[src/design/srcsort_pkg.sv]
// shared types and constants for the segmented row/column sorter
// no dependencies; imported by every module of the block
package srcsort_pkg;

	localparam int MAX_SEGMENT_DEF = 32;
	localparam int INDEX_BITS_DEF  = 20;
	localparam int VALUE_BITS      = 64;
	localparam int QUEUE_DEPTH     = 2;

	// classification of one word, made by the front part
	typedef struct packed {
		logic close_seg;  // row went up: emit the open segment before inserting
		logic fin;        // last word of the array: emit after inserting
	} cmd_flags_t;

	localparam int FLAGS_BITS = $bits(cmd_flags_t);

	typedef enum logic [1:0] {
		S_IDLE,
		S_FLUSH,
		S_INSERT,
		S_DRAIN
	} back_state_t;

endpackage

[src/design/srcsort_fifo.sv]
// short command queue between the front and back parts
// depends on srcsort_pkg for the default depth
module srcsort_fifo import srcsort_pkg::*; #(
	parameter int WIDTH = 8,
	parameter int DEPTH = QUEUE_DEPTH
) (
	input  logic             clk,
	input  logic             arst_n,
	input  logic             push,
	input  logic [WIDTH-1:0] push_data,
	input  logic             pop,
	output logic [WIDTH-1:0] head_data,
	output logic             empty,
	output logic             full
);

	localparam int PW = (DEPTH > 1) ? $clog2(DEPTH) : 1;
	localparam int CW = $clog2(DEPTH + 1);

	logic [WIDTH-1:0] mem_q [DEPTH];
	logic [PW-1:0]    wr_ptr_q;
	logic [PW-1:0]    rd_ptr_q;
	logic [CW-1:0]    count_q;
	logic             do_push;
	logic             do_pop;

	assign empty     = (count_q == '0);
	assign full      = (count_q == CW'(DEPTH));
	assign do_push   = push && !full;
	assign do_pop    = pop && !empty;
	assign head_data = mem_q[rd_ptr_q];

	always_ff @(posedge clk) begin
		if (do_push) begin
			mem_q[wr_ptr_q] <= push_data;
		end
	end

	always_ff @(posedge clk or negedge arst_n) begin
		if (!arst_n) begin
			wr_ptr_q <= '0;
			rd_ptr_q <= '0;
			count_q  <= '0;
		end else begin
			if (do_push) begin
				wr_ptr_q <= (wr_ptr_q == PW'(DEPTH - 1)) ? '0 : wr_ptr_q + PW'(1);
			end
			if (do_pop) begin
				rd_ptr_q <= (rd_ptr_q == PW'(DEPTH - 1)) ? '0 : rd_ptr_q + PW'(1);
			end
			unique case ({do_push, do_pop})
				2'b10:   count_q <= count_q + CW'(1);
				2'b01:   count_q <= count_q - CW'(1);
				default: count_q <= count_q;
			endcase
		end
	end

endmodule

[config.mk]
export PLATFORM = sky130hd
export DESIGN_NAME = srcsort_fifo
export DESIGN_NICKNAME = d
export VERILOG_FILES = /design/src/design/srcsort_pkg.sv /design/src/design/srcsort_fifo.sv
export SDC_FILE = /design/constraint.sdc
export NUM_CORES = 1
export LEC_CHECK = 0
export CORE_AREA = 5 5 42 44
export DETAILED_ROUTE_END_ITERATION = 10
export DIE_AREA = 0 0 47 49
export DONT_BUFFER_PORTS = 1
export HOLD_SLACK_MARGIN = 0.05
export MAX_ROUTING_LAYER = met4
export PLACE_DENSITY_LB_ADDON = 0.08
export RECOVER_POWER = 100
export SLEW_MARGIN = 30
export SYNTH_ARGS = -nofsm -noshare
export SYNTH_HDL_FRONTEND = slang
export SYNTH_SLANG_ARGS = --single-unit
[constraint.sdc]
create_clock -name clk -period 3.55 [get_ports clk]
set_input_delay 0.71 -clock clk [delete_from_list [all_inputs] [get_ports clk]]
set_output_delay 0.71 -clock clk [all_outputs]
set_load 0.05 [all_outputs]
==> metrics.csv <==
metric,value,unit
I/O Buffers,0,
GP Congestion,0.619,
post-route core utilization,59.7,%
final std cells w/o fill,62,
Startpoint Class,register,
f_max,0.453,GHz
Tcrit/Tclk final,62.1,%
crit path from,count_q[0]$_DFFE_PN0P_,
R2R Path Start,count_q[0]$_DFFE_PN0P_,
share of the synthesized area in the top cell type,62.0,%
largest net degree at the start of global routing,13,
initial core utilization,55.3,%
Root Buffer,clkbuf_4,
Vias per Instance,5.56,
CTS sink count,20,
Reg2Reg Depth,5,
dpl cells,58,
DR vias,345,
Final Instance Area,837,µm²
"Area growth, synth to finish",8.08,%
Synthesized Nets,56,
post-cts resize count,0,
setup bufs post-CTS,0,
Max Slew Vio Count,0,
Post-Route WL,1120,µm
Synth area leader,edfxtp_1,
worst slew pin tran,0.972,ns
CP max stage cell,nor2_1,
first-pass GRT wire length,1920,µm
Syn Area/Cell,18.0,µm²
Worst R2R End,count_q[1]$_DFFE_PN0P_,
Mapped Area,774,µm²
Die Ht,49,µm
DR WL/cell,18.0,µm
kind of critical path,register to primary output,
"commonest non-fill, non-tap cell in the layout",edfxtp_1,
Routed Antenna Nets,0,
I/O Pins,22,
CORE AREA,1400,µm²
Nets,60,
clock latency at the later pin of the worst-skew pair,0.29,ns
n_diodes,0,
CP Data Required Time,2.84,ns
Hold Buf Count CTS,0,
# Max-Cap Violations,0,
largest cells by area after synthesis,"edfxtp_1 (62%), dfrtp_1 (13%), mux2_1 (12%)",
Hold Crit Class,input pin to async pin,
# rows,14,
Initial DRC Count,2,
CP peak stage delay,0.77,ns
outcome,"complete, no violations",
RSZ-0062 raised after global routing,no,
post-synth cell types,13,
Detailed Routing Iterations Pass 1,2,
Setup crit end kind,primary output,
Max H-tree Level,1,
Rel. slew slack,34.9,%
layout cell share with drive strength beyond 1,8.70,%
Final Hold Fails,0,
flop2flop setup slack,1.41,ns
CTS max path bufs,2,
setup violators final,0,
# DRC,0,
Crit path buffers/inverters,0,
TritonCTS Buffers,3,
"critical path, cell by cell",nor2_1,
initial antenna violation count,0,
number of global-route vias before repair,400,
worst clock skew,0.0114,ns
"Seq/Total Area, Yosys",75.0,%
Worst Path Arrival,1.50,ns
CTS tree,yes,
Cells after Synth,43,
Post-DP HPWL,873,µm
Post-DP Area,790,µm²
CP max FO,4,
TNS Setup,0,ns
"Reg clk slew, reported paths",0.11,ns
die width,47,µm
total grt overflow,0,
die footprint,2300,µm²
Final min period,2.21,ns
Syn. warnings,0,
cell family with most CP delay,simple AND/OR/NAND/NOR gates,
most frequent cells in the layout,"edfxtp_1 (16), mux2_1 (8), dfrtp_1 (4)",
global router's overall resource usage,11.7,%
Synth Register Bits,20,
-- synth_stat cells --
library cell and n:
edfxtp_1 16, mux2_1 8, dfrtp_1 4, nor2_1 3
xnor2_1 3, xor2_1 2, and3_1 1, buf_2 1
ha_1 1, inv_1 1, nand2_2 1, nand2b_1 1
nor2b_2 1
-- sequential cells by signal, indices dropped and copies added (netlist names) --
signal    cells
count_q       2
rd_ptr_q      1
mem_q        16
wr_ptr_q      1
-- how the worst max path moves through the flow --
stage                                   to  slack, ns  cells past startpoint
floorplan           count_q[1]$_DFFE_PN0P_       1.64                      5
global placement    count_q[1]$_DFFE_PN0P_       1.59                      5
detailed placement  count_q[1]$_DFFE_PN0P_       1.47                      5
CTS                                  empty       1.31                      1
global route                         empty       1.29                      1
finish                               empty       1.34                      1
-- cells by family (layout without fill, tap and decap cells) --
| logic type | Yosys count | in the layout | synth area share (%) |
|---|---|---|---|
| adders and majority gates | 1 | 1 | 1.62 |
| and+or+nand+nor | 7 | 7 | 5.01 |
| DFF | 20 | 20 | 75.0 |
| xor gates and xnor gates | 5 | 5 | 5.66 |
| muxes | 8 | 8 | 11.6 |
| buffers and inverters | 2 | 5 | 1.13 |
-- metal layers --
layer	part of all wire [%]	up-vias	track usage, %	wire length (µm)
li1	-	158	-	-
met1	32	175	12.0	352
met2	59	10	19.7	663
met3	8.8	2	5.17	98
met4	0.36	0	2.76	4
met5	0	-	-	0
-- layout make-up --
class	count	area (µm²)
multi-input combinational	21	180
inverter	1	3.75
clock inverter	1	30.0
tap	16	20.0
fill	114	564
clock buffer	3	22.5
sequential	20	581
-- per-stage QoR --
stage | hold WS (ns) | setup slack, ns
finish | 0.0970 | 1.34
global route | 0.0772 | 1.29
CTS | 0.0939 | 1.31
detailed placement | 0.415 | 1.47
global placement | 0.415 | 1.59
floorplan | 0.414 | 1.64
Power is left out: the tool's default activity adds up to more than one toggle a clock period on the data nets, which glitch-free logic cannot reach.
