## src/design/srcsort_pkg.sv

```systemverilog
// shared types and constants for the segmented row/column sorter
// no dependencies; imported by every module of the block
package srcsort_pkg;

	localparam int MAX_SEGMENT_DEF = 32;
	localparam int INDEX_BITS_DEF  = 20;
	localparam int VALUE_BITS      = 64;
	localparam int QUEUE_DEPTH     = 2;

	// classification of one word, made by the front part
	typedef struct packed {
		logic close_seg;  // row went up: emit the open segment before inserting
		logic fin;        // last word of the array: emit after inserting
	} cmd_flags_t;

	localparam int FLAGS_BITS = $bits(cmd_flags_t);

	typedef enum logic [1:0] {
		S_IDLE,
		S_FLUSH,
		S_INSERT,
		S_DRAIN
	} back_state_t;

endpackage

```

## src/design/srcsort_front.sv

```systemverilog
// front part: accepts input words, tracks the previous row, classifies each word
// depends on srcsort_pkg; feeds srcsort_fifo
module srcsort_front import srcsort_pkg::*; #(
	parameter int INDEX_BITS = INDEX_BITS_DEF
) (
	input  logic                  clk,
	input  logic                  arst_n,
	input  logic                  entry_valid,
	output logic                  entry_stall,
	input  logic [INDEX_BITS-1:0] row_index,
	input  logic [INDEX_BITS-1:0] column_index,
	input  logic [VALUE_BITS-1:0] value_bits,
	input  logic                  final_entry,
	input  logic                  queue_full,
	output logic                  push,
	output logic [FLAGS_BITS+INDEX_BITS+VALUE_BITS-1:0] push_data
);

	logic [INDEX_BITS-1:0] prev_row_q;
	logic                  have_prev_q;
	cmd_flags_t            flags;

	assign entry_stall     = queue_full;
	assign push            = entry_valid && !queue_full;
	assign flags.close_seg = have_prev_q && (row_index > prev_row_q);
	assign flags.fin       = final_entry;
	assign push_data       = {flags, column_index, value_bits};

	always_ff @(posedge clk or negedge arst_n) begin
		if (!arst_n) begin
			prev_row_q  <= '0;
			have_prev_q <= 1'b0;
		end else if (push) begin
			// final word returns to the reset state so a new array starts fresh
			prev_row_q  <= final_entry ? '0 : row_index;
			have_prev_q <= !final_entry;
		end
	end

endmodule

```

## config.mk

```make
export PLATFORM = sky130hd
export DESIGN_NAME = srcsort_front
export DESIGN_NICKNAME = d
export VERILOG_FILES = /design/src/design/srcsort_pkg.sv /design/src/design/srcsort_front.sv
export SDC_FILE = /design/constraint.sdc
export NUM_CORES = 1
export LEC_CHECK = 0
export BUFFER_PORTS_ARGS = -buffer_cell sky130_fd_sc_hd__clkbuf_2
export CAP_MARGIN = 20
export CELL_PAD_IN_SITES_DETAIL_PLACEMENT = 0
export CELL_PAD_IN_SITES_GLOBAL_PLACEMENT = 2
export CORE_MARGIN = 3
export CORE_UTILIZATION = 17
export DETAILED_ROUTE_END_ITERATION = 16
export PLACE_DENSITY = 0.9
export SLEW_MARGIN = 40
export SYNTH_ARGS = -nofsm -noshare
export SYNTH_HDL_FRONTEND = slang
export SYNTH_SLANG_ARGS = --single-unit
```

## constraint.sdc

```tcl
create_clock -name clk -period 2.45 [get_ports clk]
set_clock_uncertainty 0.05 [all_clocks]
set_input_delay 0.49 -clock clk [delete_from_list [all_inputs] [get_ports clk]]
set_output_delay 0.49 -clock clk [all_outputs]
set_load 0.05 [all_outputs]
```

==> impl_metrics.csv, run 1 <==
group,metric,value,unit
synthesis,synthCells,230,
cells_and_area,fin_util,16.1,%
global_routing,grt_pass1_wl,6040,um
routing,via_per_inst,3.67,
clock_tree,cts.sinks,21,
power_and_ir_drop,power.density,571,nW/um^2
routing,post_drt_wl_per_cell,11.4,um
global_routing,grt_max_degree,39,
sta,finalHoldViolCount,0,
floorplan,io_pins,197,
setup_path,cp_cell_sequence,"inv_2, ha_4, and2_4, a221o_1, a221o_1, o311a_4, clkbuf_16",
placement,dp_hpwl,2790,um
floorplan,die_x,113,um
clock_tree,insertion_delay,0.26,ns
clock_tree,clk_pin_slew_worst_paths,0.07,ns
floorplan,coreArea,11100,sq um
setup_path,slowest_stage,"dfrtp_1",
placement,dp_slack,-0.367,ns
placement,port_buffers,28,
setup_path,r2r-end,"prev_row_q[14]",
power_and_ir_drop,p_leak,0.789,nW
floorplan,rows,38,
clock_tree,cts_root_buf,"clkbuf_16",
global_routing,antenna_found_initial,0,
cells_and_area,area_growth,-9.36,%
global_routing,overflow,0,
run,cap_violations,0,
synthesis,yosys.area.top_type,"buf_4",
synthesis,synth_nets,359,
synthesis,synth.area.top_cells,"buf_4, dfrtp_1, ha_1, nand3b_1, o21ai_0",
sta,rsz0062_at_grt,"yes",
synthesis,ys_seq_elements,21,
clock_tree,cts_buffers,3,
sta,maxSlewHeadroom,60.0,%
setup_path,endpoint_kind,"output port",
setup_path,cpLargestDelayFamily,"compound AO/OA/AOI/OAI gates",
status,violations,"negative setup slack",
floorplan,die_h,113,um
routing,vias,1145,
cells_and_area,final_net_count,302,
setup_path,cp.required,1.91,ns
setup_path,reg2reg_depth,2,
setup_path,rrSetupSlack,1.73,ns
sta,worst_slack,-0.304,ns
min_path,hold_path_class,"in2async",
clock_tree,cts_setup_buffers,0,
sta,slew_violations,0,
synthesis,synth_area,1960,sq um
setup_path,arrival,2.21,ns
routing,final_antenna_net_count,0,
floorplan,die_area,12900,sq um
clock_tree,clockBufferDepth,2,
sta,hold_ws,0.174,ns
synthesis,yosysSeqAreaShare,26.8,%
power_and_ir_drop,ir_drop,0.242,mV
setup_path,path_class,"reg2out",
synthesis,ys_warn_count,0,
clock_tree,hold_buffers,0,
global_routing,grt_usage,5.78,%
synthesis,synth_top_area_share,32.9,%
sta,fin_crit_sh,112,%
setup_path,cp-start-kind,"flop",
setup_path,max_stage_delay,0.37,ns
status,run_status,"complete, but fails checks",
sta,setup_viol,1,
synthesis,syn_area_per_cell,8.54,sq um
placement,gp_congestion,0.676,
global_routing,grt_pass1_vias,1237,
routing,drc,0,
cells_and_area,drive_gt1_share,24.4,%
clock_tree,cts_tree,"done",
clock_tree,htree_levels,1,
cells_and_area,antenna_cells,0,
sta,worst_slew_pin_slew,0.600,ns
routing,drt_iter0_drc,58,
setup_path,path_max_fanout,2,
setup_path,timing.critical_path.buf_inv,2,
setup_path,r2r_start,"prev_row_q[14]",
routing,firstDrtPassIters,4,
setup_path,cp_common_cell,"a221o_1",
sta,max_freq,363,MHz
routing,drt-total-wl,3550,um
sta,finalCriticalPeriod,2.75,ns
synthesis,yosys.cell_types.count,22,
floorplan,initial_core_util,17.7,%
-- registers in the layout, indices dropped and copies added, names as in the netlist --
| name | count |
|---|---|
| prev_row_q | 20 |
| have_prev_q | 1 |
-- through the flow --
step / power (mW) / area (sq um) / TNS [ns] / std cells
floorplan: 0.939 / 2020 / 0 / 230
global placement: 0.643 / 1680 / -0.352 / 308
detailed placement: 0.650 / 1680 / -0.367 / 308
CTS: 1.04 / 1780 / -0.366 / 312
global route: 1.09 / 1780 / -0.358 / 312
finish: 1.02 / 1780 / -0.304 / 312
-- repair_timing --
item                                    CTS  global route
endpoints found under the setup margin    1             1
pin swaps                                 2             5
resized for setup                         6             0
-- Yosys cell counts --
cell	number
and4_1	1
and2_1	1
a21o_1	1
nor3_1	1
inv_1	23
ha_1	20
clkbuf_1	6
o31ai_1	1
nand2b_1	1
o311a_1	1
o22ai_1	1
nand3_1	2
buf_4	86
a221o_1	2
nand2_1	8
nor2_1	4
o21ai_0	22
or4_1	1
nand4_1	1
nand3b_1	19
a21oi_1	7
dfrtp_1	21
-- layout by cell type, fill, tap and decap left out, drive strengths merged --
cell / count
and2: 1
a21oi: 7
nand4: 1
clkbuf: 31
a221o: 2
o21ai: 22
or4: 1
nand2: 8
a21o: 1
nand3b: 19
clkinvlp: 1
nor3: 1
buf: 2
ha: 20
dfrtp: 21
nor2: 4
and4: 1
nand3: 2
o31ai: 1
nand2b: 1
o22ai: 1
o311a: 1
inv: 23
-- layer usage --
layer	up-vias	share of wire, %	GRT usage (%)
li1	550	-	-
met5	-	0	0
met4	0	0.56	1.12
met1	543	47	7.51
met3	8	10	2.97
met2	44	42	8.64
-- power breakdown --
group          switching [mW]  internal [mW]  total, mW
logic                   0.142          0.111      0.253
registers              0.0117          0.384      0.396
clock network           0.146          0.221      0.368
total                   0.300          0.717       1.02
-- cells by family (layout without fill, tap and decap cells) --
logic type | after synthesis | count (layout) | synth area share (%)
DFF | 21 | 21 | 26.8
AOI/OAI and AO/OA | 35 | 35 | 10.0
buffers and inverters | 115 | 57 | 38.4
adders and majority gates | 20 | 20 | 12.7
and+or+nand+nor | 39 | 39 | 12.1
-- layout make-up --
cell class	instances	area (sq um)
fill	1257	9300
multi-input combinational	94	736
sequential	21	526
timing repair buffer	30	175
tap	140	175
inverter	23	86.3
clock buffer	3	75.1
clock inverter	1	7.51
-- worst max-delay path by stage --
| stage | start | end | cells past startpoint |
|---|---|---|---|
| after CTS | prev_row_q[14] | push_data[85] | 7 |
| after global placement | row_index[13] | push_data[85] | 7 |
| after floorplan | row_index[13] | push_data[85] | 5 |
| final | prev_row_q[15] | push_data[85] | 7 |
| after detailed placement | row_index[13] | push_data[85] | 7 |
| after global routing | prev_row_q[13] | push_data[85] | 7 |
Power figures use the tool's default switching activity.
==> run 2, diff against run 1 <==
Settings changed: SKIP_CTS_REPAIR_TIMING set to 1, SKIP_LAST_GASP set to 1.
==> run 2 against run 1 <==
Compared with the run above: final cell count stayed put; the flow still finishes with violations (negative setup slack); first-iteration DRC count decreased by 29%; utilization shrank 0.090 points; largest power group unchanged; total power down 0.29%; cell area fell by 0.56%; sequential power barely moved.
==> impl_metrics.csv, run 2 (synthesis gave the netlist of run 1 again) <==
group,metric,value,unit
routing,drt-total-wl,3560,um
power_and_ir_drop,power.density,573,nW/um^2
status,run_status,"complete, but fails checks",
setup_path,cp_cell_sequence,"inv_1, ha_4, and2_4, a221o_1, a221o_1, o311a_4, buf_8",
routing,via_per_inst,3.69,
cells_and_area,fill_cells,1258,
placement,dp_hpwl,2790,um
setup_path,slowest_stage,"a221o_1",
setup_path,arrival,2.24,ns
setup_path,cp_common_cell,"a221o_1",
setup_path,path_class,"reg2out",
global_routing,overflow,0,
setup_path,endpoint_kind,"output port",
sta,fin_crit_sh,113,%
cells_and_area,final_cell_mix,"clkbuf_2, o21ai_0, inv_1, dfrtp_1, nand3b_1",
sta,maxSlewHeadroom,59.6,%
clock_tree,cts_buffers,3,
sta,max_freq,360,MHz
cells_and_area,largest_reg_flops,20,
min_path,hold_path_class,"in2async",
cells_and_area,area_growth,-9.87,%
sta,finalCriticalPeriod,2.78,ns
clock_tree,cts.sinks,21,
setup_path,max_stage_delay,0.37,ns
cells_and_area,fin_cells,312,
sta,worst_slew_pin_slew,0.606,ns
power_and_ir_drop,p_leak,0.785,nW
sta,finalHoldViolCount,0,
floorplan,die_h,113,um
clock_tree,cts_root_buf,"clkbuf_16",
clock_tree,insertion_delay,0.26,ns
floorplan,io_pins,197,
global_routing,grt_pass1_wl,6030,um
floorplan,die_area,12900,sq um
setup_path,cp-start-kind,"flop",
routing,final_antenna_net_count,0,
power_and_ir_drop,ir_drop,0.243,mV
run,cap_violations,0,
clock_tree,clockBufferDepth,2,
setup_path,path_max_fanout,2,
status,violations,"negative setup slack",
clock_tree,htree_levels,1,
cells_and_area,drive_gt1_share,23.8,%
routing,drc,0,
cells_and_area,antenna_cells,0,
sta,rsz0062_at_grt,"yes",
clock_tree,cts_tree,"done",
setup_path,cp.required,1.91,ns
sta,setup_viol,1,
sta,slew_violations,0,
sta,worst_slack,-0.328,ns
cells_and_area,layout_commonest_cell,"clkbuf_2",
global_routing,grt_pass1_vias,1231,
routing,firstDrtPassIters,4,
floorplan,die_x,113,um
cells_and_area,seq_area,526,sq um
routing,post_drt_wl_per_cell,11.4,um
power_and_ir_drop,p_total,1.01,mW
placement,gp_congestion,0.676,
routing,drt_iter0_drc,41,
floorplan,coreArea,11100,sq um
floorplan,rows,38,
global_routing,antenna_found_initial,0,
cells_and_area,reg_top3,"prev_row_q: 20 flops, have_prev_q: 1 flops",
placement,port_buffers,28,
global_routing,grt_max_degree,39,
cells_and_area,multi_input_area,736,sq um
routing,vias,1150,
clock_tree,clk_pin_slew_worst_paths,0.07,ns
floorplan,initial_core_util,17.7,%
placement,dp.cells,308,
setup_path,timing.critical_path.buf_inv,2,
global_routing,grt_usage,5.77,%
cells_and_area,final_net_count,302,
setup_path,cpLargestDelayFamily,"compound AO/OA/AOI/OAI gates",
cells_and_area,regMostFlops,"prev_row_q",
==> run 2: cell types whose count changed in the layout (fill, tap and decap cells not counted), sizes merged <==
cell / previous run / this run
clkbuf: 31 / 30
buf: 2 / 3
==> run 2: final timing paths <==
| kind | from | endpoint | cells after the start | slack [ns] |
|---|---|---|---|---|
| max in group asynchronous | arst_n | prev_row_q[11] | 1 | 1.78 |
| max | prev_row_q[15] | push_data[85] | 7 | -0.33 |
| min reg2reg | prev_row_q[0] | prev_row_q[0] | 2 | 0.45 |
| min | arst_n | prev_row_q[9] | 1 | 0.18 |
| max reg2reg | prev_row_q[15] | prev_row_q[15] | 2 | 1.71 |
| min in group clk | row_index[2] | prev_row_q[2] | 3 | 0.43 |
==> run 2: power breakdown <==
group / internal, mW / switching (mW)
clock: 0.222 / 0.147
combinational: 0.107 / 0.142
sequential: 0.384 / 0.0114
==> run 2: worst register-to-register path, cell delays in order, from the launching register on <==
cell	delay, ns
dfrtp_1	0.36
inv_1	0.10
o21ai_0	0.10
==> run 2: routing by layer <==
| metal | GRT usage (%) | routed length, um | up-vias |
|---|---|---|---|
| met4 | 1.12 | 20 | 0 |
| met1 | 7.48 | 1660 | 548 |
| met2 | 8.64 | 1510 | 44 |
| met3 | 2.97 | 373 | 8 |
| li1 | - | - | 550 |
| met5 | 0 | 0 | - |
==> run 2: area by class of cell <==
class | count | area share, %
multi-input cells | 94 | 41.6
flip-flops and latches | 21 | 29.7
well taps | 140 | 9.89
repair buffers | 30 | 9.33
inverters | 23 | 4.88
clock buffers | 3 | 4.24
clock inverters | 1 | 0.424
==> run 2: stage by stage <==
step / util, % / worst slack [ns] / instance area [sq um] / hold WS, ns / TNS (ns)
5_1_grt: 16.0 / -0.391 / 1770 / 0.235 / -0.391
3_5_place_dp: 15.1 / -0.367 / 1680 / 0.429 / -0.367
6_report: 16.0 / -0.328 / 1770 / 0.176 / -0.328
3_3_place_gp: 15.1 / -0.352 / 1680 / 0.421 / -0.352
4_1_cts: 15.9 / -0.483 / 1760 / 0.203 / -0.483
2_1_floorplan: - / 0.00883 / 2020 / 0.144 / 0
